==> src/design/tabular_q_lambda_update_assert.svh <==
// assertion macros for the q(lambda) learner
`ifndef TABULAR_Q_LAMBDA_UPDATE_ASSERT_SVH
`define TABULAR_Q_LAMBDA_UPDATE_ASSERT_SVH

// a condition implies another in the same cycle
`define QL_ASSERT_IMPLY(label, ante, cons) \
  label: assert property (@(posedge clk) disable iff (rst) (ante) |-> (cons)) \
    else $error("assertion failed");

// a condition implies another in the cycle after
`define QL_ASSERT_NEXT(label, ante, cons) \
  label: assert property (@(posedge clk) disable iff (rst) (ante) |=> (cons)) \
    else $error("assertion failed");

`endif

==> src/design/tql_pkg.sv <==
`default_nettype none
package tql_pkg;
  localparam int QW = 32;
  localparam int TW = 16;
  localparam int FW = 16;
  localparam int PW = 7;
  localparam logic [FW-1:0] DISCOUNT_RST = 16'd58982;
  localparam logic [FW-1:0] DECAY_RST    = 16'd6554;
  localparam logic [FW-1:0] LEARN_RST    = 16'd6554;
  localparam logic [PW-1:0] EXPLORE_RST  = 7'd20;
  localparam logic [1:0] REG_DISCOUNT = 2'd0;
  localparam logic [1:0] REG_DECAY    = 2'd1;
  localparam logic [1:0] REG_LEARN    = 2'd2;
  localparam logic [1:0] REG_EXPLORE  = 2'd3;
  localparam logic [TW-1:0] TRACE_STEP = 16'd256;

  function automatic logic signed [QW-1:0] sat32(input logic signed [63:0] v);
    if (v > 64'sd2147483647) return 32'sh7fffffff;
    if (v < -64'sd2147483648) return 32'sh80000000;
    return v[QW-1:0];
  endfunction
endpackage
`default_nettype wire

==> src/design/tql_sweep.sv <==
`default_nettype none
// per-entry update datapath: one register stage after the memory read
module tql_sweep (
  input  wire logic                          clk,
  input  wire logic signed [63:0]            upd,
  input  wire logic [15:0]                   decay,
  input  wire logic                          keep,
  input  wire logic signed [tql_pkg::QW-1:0] q_in,
  input  wire logic [tql_pkg::TW-1:0]        t_in,
  output logic signed [tql_pkg::QW-1:0]      q_out,
  output logic [tql_pkg::TW-1:0]             t_out
);
  import tql_pkg::*;
  // upd times trace is within about 2^49; product split into two halves
  logic signed [63:0] plo, phi;
  logic signed [QW-1:0] q_d;
  logic [31:0] tdec;
  logic signed [79:0] prod;
  always_ff @(posedge clk) begin
    plo  <= $signed({1'b0, upd[23:0]}) * $signed({1'b0, t_in});
    phi  <= $signed(upd[63:24]) * $signed({1'b0, t_in});
    q_d  <= q_in;
    tdec <= {16'd0, t_in} * {16'd0, decay};
  end
  always_comb begin
    prod = (80'(phi) <<< 24) + 80'(plo);
    q_out = sat32(64'(q_d) + 64'(prod >>> 8));
    t_out = keep ? tdec[31:16] : '0;
  end
endmodule
`default_nettype wire

==> config.mk <==
export PLATFORM = sky130hd
export DESIGN_NAME = tql_sweep
export DESIGN_NICKNAME = d
export VERILOG_FILES = /design/src/design/tabular_q_lambda_update_assert.svh /design/src/design/tql_pkg.sv /design/src/design/tql_sweep.sv
export SDC_FILE = /design/constraint.sdc
export NUM_CORES = 2
export LEC_CHECK = 0
export ABC_AREA = 1
export BUFFER_PORTS_ARGS = -buffer_cell sky130_fd_sc_hd__buf_2
export CAP_MARGIN = 20
export CORE_ASPECT_RATIO = 0.9
export CORE_MARGIN = 3
export CORE_UTILIZATION = 35
export CTS_BUF_LIST = sky130_fd_sc_hd__clkbuf_16
export DETAILED_ROUTE_END_ITERATION = 16
export PLACE_DENSITY = 0.62
export SETUP_SLACK_MARGIN = 0.2
export SYNTH_ARGS = -nofsm -noshare
export SYNTH_HDL_FRONTEND = slang
export SYNTH_SLANG_ARGS = --single-unit
export TNS_END_PERCENT = 10
==> constraint.sdc <==
create_clock -name clk -period 6.2 [get_ports clk]
set_input_delay 0.93 -clock clk [delete_from_list [all_inputs] [get_ports clk]]
set_output_delay 0.93 -clock clk [all_outputs]
set_load 0.02 [all_outputs]
* Word-level counts from Yosys, hierarchy flattened
Cells that the tools add are included.
** Storage, ports and cells
- Register bits :: 152
- Latch bits :: 0
- Bits in writable memories :: 0
- Memory bits (read-only) :: 0
- Input bits :: 130
- Output and inout port bits :: 48
- Logic and storage cells :: 19
- Memories kept :: 0
** Cells by class
- Add/subtract/negate cells :: 2
- $mul :: 3
- Div/mod/pow operators :: 0
- Order comparisons :: 2
- Equality and inequality tests :: 0
- Shift operators :: 0
- Muxes and demuxes :: 8
- Bitwise logic cells :: 0
- Reductions and logical operators :: 0
** Operators by type and width (count)
- two-way mux 32 bit :: 4
- adder 72 x 41 -> 72 bit :: 1
- adder 32 x 64 -> 64 bit :: 1
- greater-than comparator 64 x 32 -> 1 bit, second input constant :: 1
- less-than comparator 64 x 32 -> 1 bit, second input constant :: 1
- multiplier 40 x 17 -> 48 bit :: 1
- multiplier 24 x 16 -> 40 bit :: 1
- multiplier 16 x 16 -> 32 bit :: 1
- two-way mux 16 bit :: 1
- two-way mux 1 bit :: 3

* Logic depth before layout (Yosys ltp)
- Word-level depth :: 7
- Gate-level depth with buffers :: 36

* Worst setup path after synthesis
No wires, ideal clock.
- Path type :: in2reg
- From :: in t_in[1] (netlist name)
- To :: reg plo[33]
- Library setup time :: 120 ps
- Arrival time :: 6547 ps
- Setup slack :: -467 ps
- Cell stages on the path :: 28
- Cell sequence :: buf_2 -> clkbuf_1 -> buf_1 -> nand2_1 -> fa_1 -> inv_1 -> fa_1 -> inv_1 -> fa_1 -> fa_1 -> inv_1 -> fa_1 -> inv_1 -> fa_1 -> inv_1 -> ha_1 -> nand2_1 -> a21oi_1 -> or2_2 -> a21oi_1 -> o21ai_1 -> a21oi_1 -> o21bai_1 -> nand2_1 -> nand2_1 -> nand2_1 -> nand3_1 -> xor2_1
** On the way
- Longest elaborated chain between the ends :: 1
** Ends and longest elaborated chain
- start: declaration :: line tql_sweep.sv:9 : input wire logic [tql_pkg::TW-1:0] t_in,
- multiplier 24 x 16 -> 40 bit :: line tql_sweep.sv:20 : plo <= $signed({1'b0, upd[23:0]}) * $signed({1'b0, t_in});
- end signal: assignment :: line tql_sweep.sv:20
- end: declaration :: line tql_sweep.sv:15 : logic signed [63:0] plo, phi;
No other way between the ends.

* Worst setup path in the final report
- From :: in t_in[13] (netlist name)
- To :: reg phi[40]
** On the way
- Longest elaborated chain between the ends :: 1
** Ends and longest elaborated chain
- multiplier 40 x 17 -> 48 bit :: line tql_sweep.sv:21 : phi <= $signed(upd[63:24]) * $signed({1'b0, t_in});
- end signal: assignment :: line tql_sweep.sv:21
- end: declaration :: line tql_sweep.sv:15
No other way between the ends.

==> key figures <==
Status
  – Outcome: finished clean

Routing
  – Drt wl/cell: 16.8 µm
  – Drt initial violations: 2762
  – Antenna Nets Post-Route: 0
  – Pre-Repair DR Iteration Count: 5
  – DR vias: 44479
  – DR DRC count: 0
  – DRT Wirelength: 158000 µm
  – Via density: 4.72

CTS
  – Clk buf depth: 2
  – CTS root buf: clkbuf_16
  – TritonCTS buffer count: 17
  – Clock sink count: 128
  – Hold-fix buffers, CTS: 0
  – Reg clk slew, reported paths: 0.07 ns
  – CTS tree: done
  – CTS H-tree depth: 4

Synthesis
  – Sequential element share of the synthesized area: 0.0506
  – Most used DFF post-synth: dfxtp_1
  – Syn. warnings: 0
  – Synth area leaders: fa_1 40%, nand2_1 16%, inv_1 14%, ha_1 10%, dfxtp_1 5.1%
  – Yosys top cell by area: fa_1
  – Yosys cell types: 47
  – Gate Count Post-Synth: 6979
  – Top cell type's share of synthesized area: 0.405
  – EDFF count, synth: 0
  – Syn Std Cell Area: 50600 µm²
  – Syn Nets: 8535
  – Mean Syn Cell Area: 7.25 µm²
  – Asr flop ratio synth: 0
  – Seq cells post-synth: 128

Floorplanning
  – Die W: 407 µm
  – Starting Density: 0.355
  – I/O pins: 178
  – Die span in y: 367 µm
  – DIE AREA: 149000 µm²
  – Num rows: 131
  – Core Region: 143000 µm²

Placed design
  – Post-DP HPWL: 138000 µm
  – Placer Congestion: 0.961
  – I/O Buffers: 177
  – Post-placement cell count: 9351
  – Placed standard-cell area: 58200 µm²

STA
  – Final hold violations: 0
  – Tmin final: 6.00 ns
  – Rel. slew slack: 0.287
  – Fmax: 167 MHz
  – Fin. max-slew vios: 0
  – Final worst-path cycle share: 0.969
  – RSZ-0062 raised after global routing: true
  – Slew @ Worst Pin: 1.07 ns
  – # setup viols final: 0

GRT
  – Largest net degree at the start of global routing: 50
  – Initial antenna violation count: 16
  – GRT Util Overall: 0.214
  – GR Overflow Total: 0
  – Vias in the first global route: 46533
  – First-pass GRT wire length: 253000 µm

Setup path
  – CP required: 6.61 ns
  – Max FO, Critical Path: 23
  – Worst Path Arrival: 6.41 ns
  – Worst Setup End Kind: flop
  – Crit start category: input port
  – Crit Path Category: in -> reg

Finish
  – Post-layout util: 0.428
  – Register area: 2570 µm²
  – Fin cells: 9433
  – Multi-input gate area: 41600 µm²
  – Fill cells: 14406
  – Cell area after layout: 61000 µm²
  – Final nets: 9106
  – P&R area growth vs syn: 20.6%
  – Layout cells sized above 1: 0.169

Worst hold path
  – Min-Delay Path Class: in -> reg

Job
  – Max_cap viols: 0
-- placed cells by master, fill, tap and decap left out, drive strengths merged, types with 5 or more instances in the layout --
cell    instances
o21a           14
ha            403
nor3           40
diode           8
a21oi         223
nand3b         12
xnor2          55
o21bai         12
nand4          35
buf           843
dfxtp         128
a31oi          10
o211ai          5
nand3         105
nor4            8
and2            5
o21ai         101
nor2          259
nand2        2146
fa           1023
xor2          137
a21o            7
inv          1941
clkbuf         20
-- worst max-delay path, cell delays in order --
cell and delay [ns]:
buf_2 0.24, buf_12 0.22, nand2_1 0.07, inv_1 0.07
fa_1 0.45, fa_1 0.55, inv_1 0.05, fa_1 0.50
fa_1 0.46, fa_1 0.50, inv_1 0.05, fa_1 0.45
ha_1 0.35, a21oi_1 0.22, inv_1 0.06, a21oi_1 0.16
nor2_1 0.06, nor2_1 0.14, nand2_1 0.09, a31oi_2 0.22
o21bai_1 0.09, buf_4 0.15, a21oi_1 0.16, xnor2_1 0.14
-- logic make-up after synthesis --
group           after synthesis  share of synthesized area
simple gates               2613                      0.203
buf+inv                    2230                      0.166
fa+ha+maj                  1426                      0.504
compound gates              390                     0.0422
xor+xnor                    192                     0.0332
flops                       128                     0.0506
-- routing by layer --
metal  up-vias  wire length, µm  track usage
met4        16             3240       0.0411
met5         -              103            0
met3       201            10600       0.0320
li1      21049                -            -
met1     21817            71900        0.304
met2      1396            72200        0.346
-- final timing paths --
path | startpoint | to | slack [ns] | depth (start not counted)
setup / recovery | t_in[13] | phi[40] | 0.20 | 24
hold / removal | q_in[1] | q_d[1] | 0.53 | 1
-- cell usage after synthesis (4+ instances only) --
cell type,number
nand2_1,2129
inv_1,1930
fa_1,1023
ha_1,403
clkbuf_1,271
nor2_1,247
a21oi_1,220
xor2_1,137
dfxtp_1,128
nand3_1,102
o21ai_0,93
xnor2_1,55
nand4_1,35
nor3_1,35
buf_1,19
o21a_1,14
nand2_2,13
nand3b_1,12
nor2_2,12
o21bai_1,12
a31oi_1,10
nor4_1,8
a21o_1,7
buf_6,6
o21ai_1,6
and2_1,5
o211ai_1,5
a211oi_1,4
a21boi_0,4
nor3_2,4
o2111ai_1,4
-- state kept, by name, summed over array words and instances (netlist names) --
register / flops
tdec: 16
q_d: 32
phi: 48
plo: 32
-- what timing repair did --
| item | 4_1_cts | 5_1_grt |
|---|---|---|
| gates cloned | 4 | 2 |
| endpoints found under the setup margin | 52 | 88 |
| setup buffers | 18 | 18 |
| pin swaps | 32 | 105 |
| gates resized for setup | 139 | 336 |
-- cell type report --
type                       instances  area share
timing repair buffer             846       0.110
clock inverter                    15     0.00236
antenna                            8    0.000328
tap                             1862      0.0382
clock buffer                      17     0.00697
inverter                        1933       0.119
sequential                       128      0.0421
multi-input combinational       4624       0.681
-- per-stage QoR --
stage               TNS [ns]  hold slack [ns]  setup slack [ns]
floorplan                  0            0.958             0.147
global placement      -12.77             1.03            -0.439
detailed placement    -16.02             1.03            -0.575
CTS                        0            0.497             0.157
global route           -1.86            0.509           -0.0841
finish                     0            0.532             0.195
Power is left out: the tool's default activity adds up to more than one toggle a clock period on the data nets, which glitch-free logic cannot reach.
